[config.mk]
export PLATFORM = sky130hd
export DESIGN_NAME = gamepad_port_th_protocol
export DESIGN_NICKNAME = d
export VERILOG_FILES = /design/src/hw/rtl/gpth_pkg.sv /design/src/hw/rtl/gpth_cfg_regs.sv /design/src/hw/rtl/gpth_port_core.sv /design/src/hw/rtl/gamepad_port_th_protocol.sv
export SDC_FILE = /design/constraint.sdc
export NUM_CORES = 1
export LEC_CHECK = 0
export BUFFER_PORTS_ARGS = -buffer_cell sky130_fd_sc_hd__clkbuf_2
export CAP_MARGIN = 20
export CORE_MARGIN = 4
export CORE_UTILIZATION = 30
export DETAILED_ROUTE_END_ITERATION = 10
export REMOVE_ABC_BUFFERS = 1
export SKIP_LAST_GASP = 1
export SYNTH_ARGS = -nofsm -noshare
export SYNTH_HDL_FRONTEND = slang
export SYNTH_SLANG_ARGS = --single-unit
[constraint.sdc]
create_clock -name clk_i -period 3.7 [get_ports clk_i]
set_clock_uncertainty 0.15 [all_clocks]
set_input_delay 0.555 -clock clk_i [delete_from_list [all_inputs] [get_ports clk_i]]
set_output_delay 0.555 -clock clk_i [all_outputs]
set_load 0.005 [all_outputs]
[src/hw/rtl/gpth_pkg.sv]
package gpth_pkg;

  typedef enum logic [2:0] {
    OP_WR_DATA = 3'd0,
    OP_WR_CTRL = 3'd1,
    OP_RD_DATA = 3'd2,
    OP_RD_CTRL = 3'd3,
    OP_TICK    = 3'd4,
    OP_LOAD    = 3'd5
  } opcode_e;

  typedef enum logic [1:0] {
    PAD_NONE  = 2'd0,
    PAD_THREE = 2'd1,
    PAD_SIX   = 2'd2,
    PAD_TWO   = 2'd3
  } pad_type_e;

  // register index on the config port
  localparam logic REG_PAD_TYPE = 1'b0;
  localparam logic REG_LIMIT    = 1'b1;

  localparam int unsigned PaddrWidth = 3;

  localparam pad_type_e   PadTypeReset  = PAD_SIX;
  localparam logic [7:0]  LimitReset    = 8'd25;
  localparam logic [7:0]  HostDataReset = 8'hFF;
  localparam logic [7:0]  PadDataReset  = 8'hFF;
  localparam logic [11:0] ButtonsReset  = 12'hFFF;
  localparam int unsigned ThBit         = 6;

  typedef struct packed {
    pad_type_e  pad_type;
    logic [7:0] scanline_limit;
    logic       clear_port;
  } cfg_t;

  // buttons: 0 up, 1 down, 2 left, 3 right, 4 b, 5 c, 6 a, 7 start,
  // 8 z, 9 y, 10 x, 11 mode
  function automatic logic [7:0] three_high(input logic [11:0] btn);
    three_high = {2'b01, btn[5:0]};
  endfunction

  function automatic logic [7:0] three_low(input logic [11:0] btn);
    three_low = {2'b00, btn[7:6], 2'b00, btn[1:0]};
  endfunction

endpackage

[src/hw/rtl/gpth_cfg_regs.sv]
module gpth_cfg_regs (
  input  logic                                clk_i,
  input  logic                                rst_ni,
  input  logic                                psel,
  input  logic                                penable,
  input  logic                                pwrite,
  input  logic [gpth_pkg::PaddrWidth-1:0]     paddr,
  input  logic [31:0]                         pwdata,
  output logic [31:0]                         prdata,
  output logic                                pready,
  output gpth_pkg::cfg_t                      cfg_o
);

  gpth_pkg::pad_type_e pad_type_q, pad_type_d;
  logic [7:0]          limit_q, limit_d;
  logic                wr_en;
  logic                reg_idx;

  assign pready  = 1'b1;
  assign reg_idx = paddr[2];
  assign wr_en   = psel && penable && pwrite;

  always_comb begin
    pad_type_d = pad_type_q;
    limit_d    = limit_q;
    if (wr_en) begin
      case (reg_idx)
        gpth_pkg::REG_PAD_TYPE: pad_type_d = gpth_pkg::pad_type_e'(pwdata[1:0]);
        gpth_pkg::REG_LIMIT:    limit_d    = pwdata[7:0];
        default: ;
      endcase
    end
  end

  always_ff @(posedge clk_i or negedge rst_ni) begin
    if (!rst_ni) begin
      pad_type_q <= gpth_pkg::PadTypeReset;
      limit_q    <= gpth_pkg::LimitReset;
    end else begin
      pad_type_q <= pad_type_d;
      limit_q    <= limit_d;
    end
  end

  always_comb begin
    case (reg_idx)
      gpth_pkg::REG_PAD_TYPE: prdata = {30'd0, pad_type_q};
      gpth_pkg::REG_LIMIT:    prdata = {24'd0, limit_q};
      default:                prdata = 32'd0;
    endcase
  end

  assign cfg_o.pad_type       = pad_type_q;
  assign cfg_o.scanline_limit = limit_q;
  // writing the pad type restarts the port
  assign cfg_o.clear_port     = wr_en && (reg_idx == gpth_pkg::REG_PAD_TYPE);

endmodule

[src/hw/rtl/gpth_port_core.sv]
module gpth_port_core (
  input  logic                clk_i,
  input  logic                rst_ni,
  input  gpth_pkg::cfg_t      cfg_i,
  input  logic                fire_i,
  input  gpth_pkg::opcode_e   opcode_i,
  input  logic [7:0]          write_value_i,
  input  logic [11:0]         button_bits_i,
  output logic [7:0]          read_value_o
);

  logic [7:0]  tri_q, tri_d;
  logic [7:0]  host_q, host_d;
  logic [7:0]  pad_q, pad_d;
  logic        sel_q, sel_d;
  logic [1:0]  phase_q, phase_d;   // phase count divided by two
  logic [7:0]  line_q, line_d;
  logic [11:0] btn_q, btn_d;

  logic        update;
  logic [2:0]  six_idx;
  logic [8:0]  line_inc;

  always_comb begin
    tri_d   = tri_q;
    host_d  = host_q;
    btn_d   = btn_q;
    pad_d   = pad_q;
    sel_d   = sel_q;
    phase_d = phase_q;
    line_d  = line_q;
    update  = 1'b0;
    six_idx = 3'd0;
    line_inc = {1'b0, line_q} + 9'd1;

    if (fire_i) begin
      case (opcode_i)
        gpth_pkg::OP_WR_DATA: begin
          host_d = write_value_i;
          update = 1'b1;
        end
        gpth_pkg::OP_WR_CTRL: begin
          tri_d  = write_value_i;
          update = 1'b1;
        end
        gpth_pkg::OP_LOAD: begin
          btn_d  = button_bits_i;
          update = 1'b1;
        end
        gpth_pkg::OP_TICK: begin
          if (cfg_i.pad_type == gpth_pkg::PAD_SIX) begin
            if (line_inc > {1'b0, cfg_i.scanline_limit}) begin
              phase_d = 2'd0;
              line_d  = 8'd0;
            end else begin
              line_d = line_inc[7:0];
            end
          end
        end
        default: ;
      endcase
    end

    if (update) begin
      sel_d = !tri_d[gpth_pkg::ThBit] || host_d[gpth_pkg::ThBit];
      case (cfg_i.pad_type)
        gpth_pkg::PAD_THREE: begin
          pad_d = sel_d ? gpth_pkg::three_high(btn_d) : gpth_pkg::three_low(btn_d);
        end
        gpth_pkg::PAD_SIX: begin
          // th rising edge steps the extended phase
          if (!sel_q && sel_d) begin
            phase_d = phase_q + 2'd1;
            line_d  = 8'd0;
          end
          six_idx = {phase_d, !sel_d};
          case (six_idx)
            3'd0, 3'd2, 3'd4: pad_d = gpth_pkg::three_high(btn_d);
            3'd1, 3'd3:       pad_d = gpth_pkg::three_low(btn_d);
            3'd5:             pad_d = {2'b00, btn_d[7:6], 4'b0000};
            3'd6:             pad_d = {2'b01, btn_d[5:4], btn_d[11:8]};
            default:          pad_d = {2'b00, btn_d[7:6], 4'b1111};
          endcase
        end
        gpth_pkg::PAD_TWO: pad_d = {2'b11, btn_d[5:0]};
        default: ;
      endcase
    end

    if (cfg_i.clear_port) begin
      tri_d   = 8'd0;
      host_d  = gpth_pkg::HostDataReset;
      pad_d   = gpth_pkg::PadDataReset;
      sel_d   = 1'b0;
      phase_d = 2'd0;
      line_d  = 8'd0;
      btn_d   = gpth_pkg::ButtonsReset;
    end
  end

  always_ff @(posedge clk_i or negedge rst_ni) begin
    if (!rst_ni) begin
      tri_q   <= 8'd0;
      host_q  <= gpth_pkg::HostDataReset;
      pad_q   <= gpth_pkg::PadDataReset;
      sel_q   <= 1'b0;
      phase_q <= 2'd0;
      line_q  <= 8'd0;
      btn_q   <= gpth_pkg::ButtonsReset;
    end else begin
      tri_q   <= tri_d;
      host_q  <= host_d;
      pad_q   <= pad_d;
      sel_q   <= sel_d;
      phase_q <= phase_d;
      line_q  <= line_d;
      btn_q   <= btn_d;
    end
  end

  always_comb begin
    read_value_o = 8'd0;
    if (fire_i) begin
      case (opcode_i)
        gpth_pkg::OP_RD_DATA:
          read_value_o = (pad_q & ~tri_q & 8'h7F) | (host_q & (tri_q | 8'h80));
        gpth_pkg::OP_RD_CTRL: read_value_o = tri_q;
        default: read_value_o = 8'd0;
      endcase
    end
  end

  // phase only moves on a six-button pad or on a port restart
  assert property (@(posedge clk_i) disable iff (!rst_ni)
    (cfg_i.pad_type != gpth_pkg::PAD_SIX && !cfg_i.clear_port) |=> $stable(phase_q))
    else $error("phase count moved on a pad without extended phases");

  assert property (@(posedge clk_i) disable iff (!rst_ni)
    cfg_i.clear_port |=> (host_q == gpth_pkg::HostDataReset && phase_q == 2'd0
                          && line_q == 8'd0 && !sel_q))
    else $error("port restart did not clear the port state");

  // select level follows the written registers after each data or control write
  assert property (@(posedge clk_i) disable iff (!rst_ni)
    (fire_i && (opcode_i == gpth_pkg::OP_WR_DATA || opcode_i == gpth_pkg::OP_WR_CTRL)
     && !cfg_i.clear_port)
    |=> sel_q == (!tri_q[gpth_pkg::ThBit] || host_q[gpth_pkg::ThBit]))
    else $error("select line does not match the written registers");

endmodule

[src/hw/rtl/gamepad_port_th_protocol.sv]
// Controller port model with select-line (th) multiplexing for 2-, 3- and
// 6-button pads.
// Input channel: opcode_i, write_value_i and button_bits_i travel as one beat
// under in_valid_i / in_stall_o. Every beat gives exactly one result beat on
// read_value_o under out_valid_o / out_stall_i: the read byte for read data
// and read control, zero for every other opcode.
// A beat passes through two registers: the input register, then the result
// register. Throughput is one beat per cycle when the output is not stalled,
// set by the single update of the port state between the two registers.
// When the receiver stalls, the result register holds its beat and the input
// register still takes one more beat; in_stall_o rises only when both are
// full and the output is stalled.
// Configuration via the apb-style port: pad type at byte address 0, scanline
// limit at address 4. The user writes them only while the block is idle; the
// block does not enforce it. Writing the pad type restarts the port state.
// Reset: pad type six-button, limit 25, tristate control 0, host and pad
// data 0xff, buttons all released, counters cleared, both channels empty.
module gamepad_port_th_protocol (
  input  logic                              clk_i,
  input  logic                              rst_ni,
  input  logic                              psel,
  input  logic                              penable,
  input  logic                              pwrite,
  input  logic [gpth_pkg::PaddrWidth-1:0]   paddr,
  input  logic [31:0]                       pwdata,
  output logic [31:0]                       prdata,
  output logic                              pready,
  input  logic                              in_valid_i,
  output logic                              in_stall_o,
  input  logic [2:0]                        opcode_i,
  input  logic [7:0]                        write_value_i,
  input  logic [11:0]                       button_bits_i,
  output logic                              out_valid_o,
  input  logic                              out_stall_i,
  output logic [7:0]                        read_value_o
);

  gpth_pkg::cfg_t     cfg;
  logic               in_valid_q, in_valid_d;
  gpth_pkg::opcode_e  op_q;
  logic [7:0]         val_q;
  logic [11:0]        btn_q;
  logic               out_valid_q, out_valid_d;
  logic [7:0]         result_q;
  logic [7:0]         result;
  logic               out_free;
  logic               fire;
  logic               accept;

  gpth_cfg_regs u_cfg (
    .clk_i   (clk_i),
    .rst_ni  (rst_ni),
    .psel    (psel),
    .penable (penable),
    .pwrite  (pwrite),
    .paddr   (paddr),
    .pwdata  (pwdata),
    .prdata  (prdata),
    .pready  (pready),
    .cfg_o   (cfg)
  );

  assign out_free   = !out_valid_q || !out_stall_i;
  assign fire       = in_valid_q && out_free;
  assign in_stall_o = in_valid_q && !out_free;
  assign accept     = in_valid_i && !in_stall_o;

  always_comb begin
    in_valid_d = in_valid_q;
    if (accept) begin
      in_valid_d = 1'b1;
    end else if (fire) begin
      in_valid_d = 1'b0;
    end
    out_valid_d = out_valid_q;
    if (fire) begin
      out_valid_d = 1'b1;
    end else if (out_valid_q && !out_stall_i) begin
      out_valid_d = 1'b0;
    end
  end

  always_ff @(posedge clk_i or negedge rst_ni) begin
    if (!rst_ni) begin
      in_valid_q  <= 1'b0;
      out_valid_q <= 1'b0;
    end else begin
      in_valid_q  <= in_valid_d;
      out_valid_q <= out_valid_d;
    end
  end

  always_ff @(posedge clk_i) begin
    if (accept) begin
      op_q  <= gpth_pkg::opcode_e'(opcode_i);
      val_q <= write_value_i;
      btn_q <= button_bits_i;
    end
    if (fire) begin
      result_q <= result;
    end
  end

  gpth_port_core u_core (
    .clk_i         (clk_i),
    .rst_ni        (rst_ni),
    .cfg_i         (cfg),
    .fire_i        (fire),
    .opcode_i      (op_q),
    .write_value_i (val_q),
    .button_bits_i (btn_q),
    .read_value_o  (result)
  );

  assign out_valid_o  = out_valid_q;
  assign read_value_o = result_q;

  // a beat leaving the input register always lands in the result register
  assert property (@(posedge clk_i) disable iff (!rst_ni)
    fire |=> out_valid_q)
    else $error("processed beat was lost");

  // input side only pushes back when both registers hold a beat
  assert property (@(posedge clk_i) disable iff (!rst_ni)
    in_stall_o |-> (in_valid_q && out_valid_q && out_stall_i))
    else $error("input stalled with free room");

  // a stalled result beat stays put
  assert property (@(posedge clk_i) disable iff (!rst_ni)
    (out_valid_q && out_stall_i) |=> (out_valid_q && $stable(result_q)))
    else $error("stalled result beat changed");

endmodule
==> flow_summary.ini, run 1 <==
[outcome]
status = finished, final reports clean

[logic_synthesis]
ys.flop_type = edfxtp_1
ys_types = 60
synth_top_family_by_area = simple AND/OR/NAND/NOR gates
syn_area_per_cell_um2 = 11.1
synth_xor_area_share_pct = 1.17
async_flop_share_pct = 65.2
synthAdderAreaFrac_pct = 3.07
synth_enable_flop_cells = 31
synth_cells = 405
synth-simple-area-share_pct = 17.1
muxShareOfSynthArea_pct = 7.57
synth_seq_cells = 89
ys_seq_area_share_pct = 54.0
yosysTopAreaCell = edfxtp_1
synth_top_cell_area_share_pct = 20.8
syn_area_um2 = 4480
synth_compound_area_share_pct = 9.63
yosys_warnings = 0
yosys-top-cells-area = edfxtp_1 (21%), dfstp_2 (18%), dfrtp_1 (15%), mux2i_1 (4.5%), buf_4 (4.4%)

[worst_setup_path]
crit_buf_inv = 0
reg2reg_slack_ns = 0.55
r2r_start = u_core.line_q[0]$_DFF_PN0_
path_common_cell = ha_1
critPathRequiredTime_ns = 3.82
startpoint_type = flop
path_max_fanout = 6
critPathCaptureType = flop
path_delay_family = compound AO/OA/AOI/OAI gates
regToRegEndpoint = u_core.pad_q[1]$_DFFE_PN1P_
worstPathArrival_ns = 3.27
reg2reg_depth = 11
slowest_delay_ns = 0.43
path_cells = ha_1 > and3_1 > xor2_1 > ha_1 > nand3_1 > o21bai_1 > a211o_1 > a21o_4 > a31oi_1 > nor3_1 > o32a_1
criticalPathCategory = flop to flop
slowest_stage = dfrtp_1

[global_route]
antenna_found_initial = 0
grt_pass1_wl_um = 15100
grt_pass1_vias = 3008
grt_max_degree = 43
grt.overflow.total = 0
grt.total_usage_pct = 11.6

[clocking]
cts_max_level = 3
cts_tree = done
cts_root_buf = clkbuf_16
clockBufferDepth = 2
clkTransAtPathRegs_ns = 0.07
cts_setup_buffers = 0
cts_made_buffers = 9
cts_sinks = 89
worstSkewPairLatency_ns = 0.35

[sta]
hold_violations = 0
setup_violations = 0
rsz0062_at_grt = no
finalMaxSlewViolations = 0
min_period_over_period_pct = 85.1
hold_slack_ns = 0.232
worst_slew_pin_slew_ns = 0.733
final.setup.tns_ns = 0
max_slew_margin_pct = 51.1
max_clock_freq_ghz = 0.317
period_needed_ns = 3.15

[drt]
drtIter0Drc = 174
num_vias = 3048
post_drt_wl_per_cell_um = 14.1
wl_met3_um = 423
top_layer_used = met4
firstDrtPassIters = 4
wl_um = 9140
ant_nets = 0
vias_per_cell = 4.70
drt-met1-wl_um = 4260
drc = 0
met2WireLength_um = 4250

[finish]
multiInputGateArea_um2 = 1820
drive_above_1_share_pct = 30.0
fin_cells = 648
nFillCells = 1457
final_common_cell = clkbuf_2
final_cell_mix = clkbuf_2 (56), nand2_1 (48), edfxtp_1 (31), dfstp_2 (31), nor2_1 (30)
antennaDiodeCount = 0
utilization_pct = 35.2
fin_nets = 535
area_growth_pct = 14.8
seq_area_um2 = 2420

[placement]
dpl.hpwl_um = 6640
gp_congestion = 0.819
post-place-cells = 630
io_buffers = 56

[worst_hold_path]
whs_endpoint = val_q[5]$_DFFE_PP_
min_from = write_value_i[5]
min-delay-path-class = primary input to flop
hold_depth = 1

[floorplan]
die_area_um2 = 17000
rows = 44
die_x_um = 130
num_io_pins = 108
die_h_um = 130
core-area_um2 = 14600
initial_core_util_pct = 30.7

[power_and_ir_drop]
leakagePower_uw = 0.00224
vdd_drop_max_mv = 0.278
pwr_density_cell_nw_per_um2 = 534

[job]
cap_violations = 0
## sequential cells by signal, indices dropped and copies added (netlist names)
name              count
u_core.line_q         8
u_cfg.pad_type_q      2
read_value_o          8
u_core.tri_q          8
btn_q                12
u_core.pad_q          7
u_cfg.limit_q         8
op_q                  3
u_core.sel_q          1
out_valid_o           1
val_q                 8
u_core.phase_q        2
u_core.btn_q         12
in_valid_q            1
u_core.host_q         8
## stage by stage
step / total power (uW) / cell area [um2] / setup slack, ns
global route: 2920 / 5140 / 0.386
global placement: 1820 / 4820 / 0.642
floorplan: 1670 / 4290 / 0.841
detailed placement: 1840 / 4820 / 0.581
finish: 2740 / 5140 / 0.550
CTS: 2780 / 5130 / 0.538
## logic make-up (layout without fill, tap and decap cells)
| group | Yosys count | in the layout |
|---|---|---|
| simple gates | 149 | 149 |
| flops | 89 | 89 |
| compound gates | 63 | 63 |
| buf+inv | 53 | 89 |
| mux | 32 | 32 |
| fa+ha+maj | 11 | 11 |
| xor+xnor | 6 | 6 |
| other cells | 2 | 25 |
## power by group
group	internal, uW	switching [uW]
logic	223	239
registers	1250	109
clock network	527	394
total	2000	741
## synth_stat cells, types with 2 or more instances
library cell	count
nand2_1	48
dfstp_2	31
edfxtp_1	31
nor2_1	30
dfrtp_1	27
buf_4	26
mux2i_1	20
nand3_1	17
a21oi_1	15
o21ai_0	13
inv_1	12
ha_1	11
mux2_2	11
clkbuf_1	9
and2_1	8
and3_1	6
nor2b_1	6
nand2b_1	5
nand3b_1	5
nor3_1	5
or3b_2	4
xor2_1	4
a21o_1	3
a22oi_1	3
a31oi_1	3
buf_2	3
o21ai_1	3
o22ai_1	3
a21bo_2	2
a21o_2	2
a32oi_1	2
buf_6	2
conb_1	2
nand4_1	2
nor4_1	2
o32a_1	2
o32ai_1	2
or2b_1	2
xnor2_1	2
## layer usage
layer	GRT usage, %	up-vias
met5	0	-
met4	5.93	0
met3	2.58	17
met2	18.2	80
met1	14.9	1474
li1	-	1477
## how the worst max path moves through the flow
stage | slack [ns] | startpoint | cells past startpoint | endpoint
2_1_floorplan | 0.84 | u_core.line_q[0]$_DFF_PN0_ | 11 | u_core.pad_q[1]$_DFFE_PN1P_
3_3_place_gp | 0.64 | u_core.line_q[0]$_DFF_PN0_ | 11 | u_core.pad_q[0]$_DFFE_PN1P_
3_5_place_dp | 0.58 | u_core.line_q[0]$_DFF_PN0_ | 11 | u_core.pad_q[0]$_DFFE_PN1P_
4_1_cts | 0.54 | u_core.line_q[0]$_DFF_PN0_ | 11 | u_core.pad_q[0]$_DFFE_PN1P_
5_1_grt | 0.39 | u_core.line_q[0]$_DFF_PN0_ | 11 | u_core.pad_q[0]$_DFFE_PN1P_
6_report | 0.55 | u_core.line_q[0]$_DFF_PN0_ | 11 | u_core.pad_q[1]$_DFFE_PN1P_
## final cells by class
type | instances | share of cell area, %
Clock inverter | 7 | 1.51
Sequential cell | 89 | 47.1
Timing Repair Buffer | 61 | 6.30
Inverter | 12 | 0.876
Clock buffer | 9 | 4.38
Multi-Input combinational cell | 286 | 35.4
Tap cell | 184 | 4.48
## what timing repair did
item / in CTS / in global routing
hold buffers: 1 / 0
resized for setup: 0 / 0
setup endpoints to repair: 0 / 0
hold endpoints to repair: 5 / 0
Power figures use the tool's default switching activity.
==> run 2, diff against run 1 <==
==> constraint.sdc (replaced) <==
create_clock -name clk_i -period 3.8 [get_ports clk_i]
set_clock_uncertainty 0.15 [all_clocks]
set_input_delay 0.57 -clock clk_i [delete_from_list [all_inputs] [get_ports clk_i]]
set_output_delay 0.57 -clock clk_i [all_outputs]
set_load 0.005 [all_outputs]
==> run 2 against run 1 <==
Compared with the run above: sequential share of layout area fell by 0.24 points; utilization rose by 0.18 points; die area did not move; global-route usage barely moved; critical path depth did not move; wire length rose by 0.72%; largest cell class unchanged.
==> flow_summary.ini, run 2 (synthesis gave the netlist of run 1 again) <==
[worst_setup_path]
critPathRequiredTime_ns = 3.93
path_max_fanout = 6
startpoint_type = flop
reg2reg_slack_ns = 0.64
regToRegEndpoint = u_core.pad_q[0]$_DFFE_PN1P_
reg2reg_depth = 11
endpoint = u_core.pad_q[0]$_DFFE_PN1P_
worstPathArrival_ns = 3.29
r2r_start = u_core.line_q[0]$_DFF_PN0_
critPathCaptureType = flop
crit_start = u_core.line_q[0]$_DFF_PN0_
criticalPathCategory = flop to flop

[clocking]
worstSkewPairLatency_ns = 0.35
clkTransAtPathRegs_ns = 0.07
cts_max_level = 3
cts_setup_buffers = 0
hold_buffers = 0
post_cts_resized = 0
cts_sinks = 89
cts_tree = done
cts_made_buffers = 9
clockBufferDepth = 2
cts_root_buf = clkbuf_16

[finish]
fin_nets = 535
design_area_um2 = 5170
final_cell_mix = clkbuf_2 (56), nand2_1 (48), edfxtp_1 (31), dfstp_2 (31), nor2_1 (30)
drive_above_1_share_pct = 30.2
area_growth_pct = 15.4
antennaDiodeCount = 0
top_regs = btn_q (12), u_core.btn_q (12)
final_common_cell = clkbuf_2

[drt]
num_vias = 3047
drtIter0Drc = 222
post_drt_wl_per_cell_um = 14.2
firstDrtPassIters = 5
drc = 0
wl_um = 9200
vias_per_cell = 4.70
ant_nets = 0

[placement]
io_buffers = 56
gp_congestion = 0.816
postPlaceCellArea_um2 = 4830
dpl.hpwl_um = 6750

[floorplan]
die_area_um2 = 17000
initial_core_util_pct = 30.7
die_x_um = 130
die_h_um = 130
core-area_um2 = 14600
num_io_pins = 108
rows = 44

[sta]
max_clock_freq_ghz = 0.317
setup_violations = 0
finalMaxSlewViolations = 0
period_needed_ns = 3.16
final.setup.tns_ns = 0
hold_violations = 0
worst_slew_pin_slew_ns = 0.811
rsz0062_at_grt = no
min_period_over_period_pct = 83.1
max_slew_margin_pct = 45.9

[outcome]
status = finished, final reports clean

[global_route]
grt_max_degree = 32
grt_pass1_wl_um = 15100
grt.overflow.total = 0
grt.total_usage_pct = 11.5
antenna_found_initial = 0
grt_pass1_vias = 3049

[power_and_ir_drop]
leakagePower_uw = 0.00227
total_power_uw = 2750
vdd_drop_max_mv = 0.285
pwr_density_cell_nw_per_um2 = 531

[worst_hold_path]
min-delay-path-class = primary input to asynchronous set/reset pin

[job]
cap_violations = 0
[run 2: power by group]
part | switching, uW | internal (uW) | total (uW)
combinational | 232 | 217 | 450
clock | 387 | 584 | 971
sequential | 106 | 1220 | 1330
[run 2: final cells by class]
cell class                      instances  area (um2)
Fill cell                            1453        9420
Timing Repair Buffer                   61         325
Clock inverter                          7         103
Clock buffer                            9         225
Multi-Input combinational cell        286        1820
Tap cell                              184         230
Inverter                               12        45.0
Sequential cell                        89        2420
[run 2: worst min path at each step]
stage | startpoint | end | slack (ns) | cells past startpoint
after CTS | rst_ni | u_core.line_q[3]$_DFF_PN0_ | 0.17 | 1
final | rst_ni | u_core.line_q[3]$_DFF_PN0_ | 0.15 | 1
after global routing | rst_ni | u_core.line_q[3]$_DFF_PN0_ | 0.21 | 1
after global placement | u_core.host_q[5]$_DFFE_PN1P_ | u_core.host_q[5]$_DFFE_PN1P_ | 0.32 | 2
after floorplan | rst_ni | in_valid_q$_DFFE_PN0P_ | 0.12 | 0
after detailed placement | u_core.host_q[5]$_DFFE_PN1P_ | u_core.host_q[5]$_DFFE_PN1P_ | 0.33 | 2
[run 2: per-layer routing]
metal	up-vias	routed length, um	global-route usage (%)
met4	0	155	4.40
met2	83	4380	18.5
li1	1476	-	-
met5	-	0	0
met3	13	486	3.48
met1	1475	4180	14.7
[run 2: metrics by stage]
stage	instances	utilization, %	worst slack (ns)	hold WS (ns)
final	648	35.4	0.641	0.153
after detailed placement	631	33.1	0.660	0.333
after floorplan	387	-	0.941	0.124
after global placement	631	33.1	0.746	0.318
after global routing	648	35.4	0.490	0.209
after CTS	647	35.3	0.641	0.166
[run 2: worst max-delay path, stage by stage (launching register included)]
cell and delay (ns):
dfrtp_1 0.43, ha_1 0.27, and3_1 0.24, xor2_1 0.17
ha_1 0.31, nand3_1 0.12, o21bai_1 0.19, a211o_1 0.34
a21o_4 0.24, nand2_1 0.09, o311ai_1 0.15, o32a_1 0.39
==> run 3, diff against run 2 <==
==> constraint.sdc (replaced) <==
create_clock -name clk_i -period 2.59 [get_ports clk_i]
set_clock_uncertainty 0.15 [all_clocks]
set_input_delay 0.3885 -clock clk_i [delete_from_list [all_inputs] [get_ports clk_i]]
set_output_delay 0.3885 -clock clk_i [all_outputs]
set_load 0.005 [all_outputs]
==> run 3 against run 2 <==
Compared with the run above: the run now ends with setup timing left; clock power grew 46%; fmax grew 9.8%; cell count grew 4.5%; sequential share of layout area shrank 3.1 points; via count grew 4.3%; non-clock buffer count grew 29; largest cell class unchanged.
==> flow_summary.ini, run 3 (synthesis gave the netlist of run 1 again) <==
[sta]
max_slew_margin_pct = 63.6
finalWorstSetupSlack_ns = -0.287
hold_slack_ns = 0.0657
period_needed_ns = 2.88
setup_violations = 14
finalMaxSlewViolations = 0
worst_slew_pin_slew_ns = 0.540
rsz0062_at_grt = yes
max_clock_freq_ghz = 0.348
hold_violations = 0
min_period_over_period_pct = 111

[floorplan]
num_io_pins = 108
rows = 44
die_area_um2 = 17000
die_h_um = 130
die_x_um = 130
initial_core_util_pct = 30.7
core-area_um2 = 14600

[worst_hold_path]
min-delay-path-class = primary input to flop
hold_depth = 1
whs_endpoint = val_q[6]$_DFFE_PP_
min_from = write_value_i[6]

[job]
cap_violations = 0

[drt]
drtIter0Drc = 240
vias_per_cell = 4.69
firstDrtPassIters = 6
ant_nets = 0
wl_um = 9860
num_vias = 3178
drc = 0
post_drt_wl_per_cell_um = 14.6

[finish]
antennaDiodeCount = 0
drive_above_1_share_pct = 37.9
top_regs = btn_q (12), u_core.btn_q (12)
area_growth_pct = 23.5
final_cell_mix = clkbuf_2 (56), nand2_1 (47), edfxtp_1 (31), dfstp_2 (31), nor2_1 (29)
fin_nets = 564
final_common_cell = clkbuf_2

[worst_setup_path]
criticalPathCategory = flop to flop
worstPathArrival_ns = 3.00
critPathRequiredTime_ns = 2.71
critPathCaptureType = flop
r2r_start = u_core.line_q[1]$_DFF_PN0_
path_max_fanout = 6
startpoint_type = flop
reg2reg_slack_ns = -0.29
regToRegEndpoint = u_core.pad_q[1]$_DFFE_PN1P_
reg2reg_depth = 11

[outcome]
status = finished, violations left
violations = setup timing

[clocking]
cts_max_level = 3
worstSkewPairLatency_ns = 0.34
clockBufferDepth = 2
clkTransAtPathRegs_ns = 0.07
cts_root_buf = clkbuf_16
cts_tree = done
cts_sinks = 89
cts_made_buffers = 9

[global_route]
grt_max_degree = 59
grt.total_usage_pct = 12.3
grt.overflow.total = 0
antenna_found_initial = 0
grt_pass1_wl_um = 16200
grt_pass1_vias = 3362

[power_and_ir_drop]
vdd_drop_max_mv = 0.342
leakagePower_uw = 0.00243
pwr_density_cell_nw_per_um2 = 743
total_power_uw = 4110

[placement]
dpl.hpwl_um = 6930
io_buffers = 56
gp_congestion = 0.790
run 3: cell count changes in the layout (fill, tap and decap cells not counted), sizes merged:
| cell | change |
|---|---|
| dlygate4sd3 | +1 |
| inv | +1 |
| clkinv | -1 |
| buf | +28 |
run 3: per-layer routing:
metal  share of wire, %  track usage, %  up-vias
met5                  0               0        -
met4                2.3            5.99        0
met3                5.2            3.11       14
met2                 49            21.1       98
met1                 43            14.3     1533
li1                   -               -     1533
run 3: how the worst max path moves through the flow:
stage                     depth (start not counted)                        from                     endpoint  slack [ns]
final                                            11  u_core.line_q[1]$_DFF_PN0_  u_core.pad_q[1]$_DFFE_PN1P_       -0.29
after detailed placement                         11  u_core.line_q[0]$_DFF_PN0_  u_core.pad_q[1]$_DFFE_PN1P_       -0.36
after floorplan                                  11  u_core.line_q[0]$_DFF_PN0_  u_core.pad_q[1]$_DFFE_PN1P_       -0.27
after CTS                                        11  u_core.line_q[1]$_DFF_PN0_  u_core.pad_q[1]$_DFFE_PN1P_       -0.22
after global routing                             13  u_core.line_q[1]$_DFF_PN0_  u_core.pad_q[1]$_DFFE_PN1P_       -0.40
after global placement                           12  u_core.line_q[2]$_DFF_PN0_  u_core.pad_q[1]$_DFFE_PN1P_       -0.31
run 3: worst max-delay path, stage by stage, from the launching register on:
cell      delay [ns]
dfrtp_1         0.41
ha_2            0.21
and3_4          0.17
xor2_1          0.16
ha_1            0.33
nand3_2         0.10
o21bai_1        0.17
a211o_1         0.28
a21o_4          0.26
a31oi_4         0.17
nor3_2          0.05
o32a_1          0.35
run 3: cell type report:
class	instances	area, um2
fill	1398	9060
sequential	89	2420
multi-input combinational	286	1940
timing repair buffer	90	566
tap	184	230
clock buffer	9	225
clock inverter	7	100
inverter	12	45.0
run 3: through the flow:
stage	TNS (ns)	setup slack (ns)	area, um2	util (%)	instances
3_5_place_dp	-2.42	-0.364	4990	34.2	651
5_1_grt	-4.20	-0.404	5530	37.9	677
6_report	-2.27	-0.287	5530	37.9	677
2_1_floorplan	-0.763	-0.269	4290	-	387
4_1_cts	-1.52	-0.220	5500	37.7	676
3_3_place_gp	-1.64	-0.309	4990	34.2	651
run 3: timing repair:
action                     4_1_cts  5_1_grt
gates resized for setup         27        4
hold buffers                     1        0
setup endpoints to repair       14       14
buffers inserted                 8        1
pin swaps                       28        3
gates cloned                     0        0
hold endpoints to repair        27        0
run 3: power breakdown:
part	leakage, uW	switching [uW]	internal (uW)
Combinational	0.00129	380	357
Sequential	0.000976	159	1790
Clock	0.000161	568	855
Total	0.00243	1110	3000
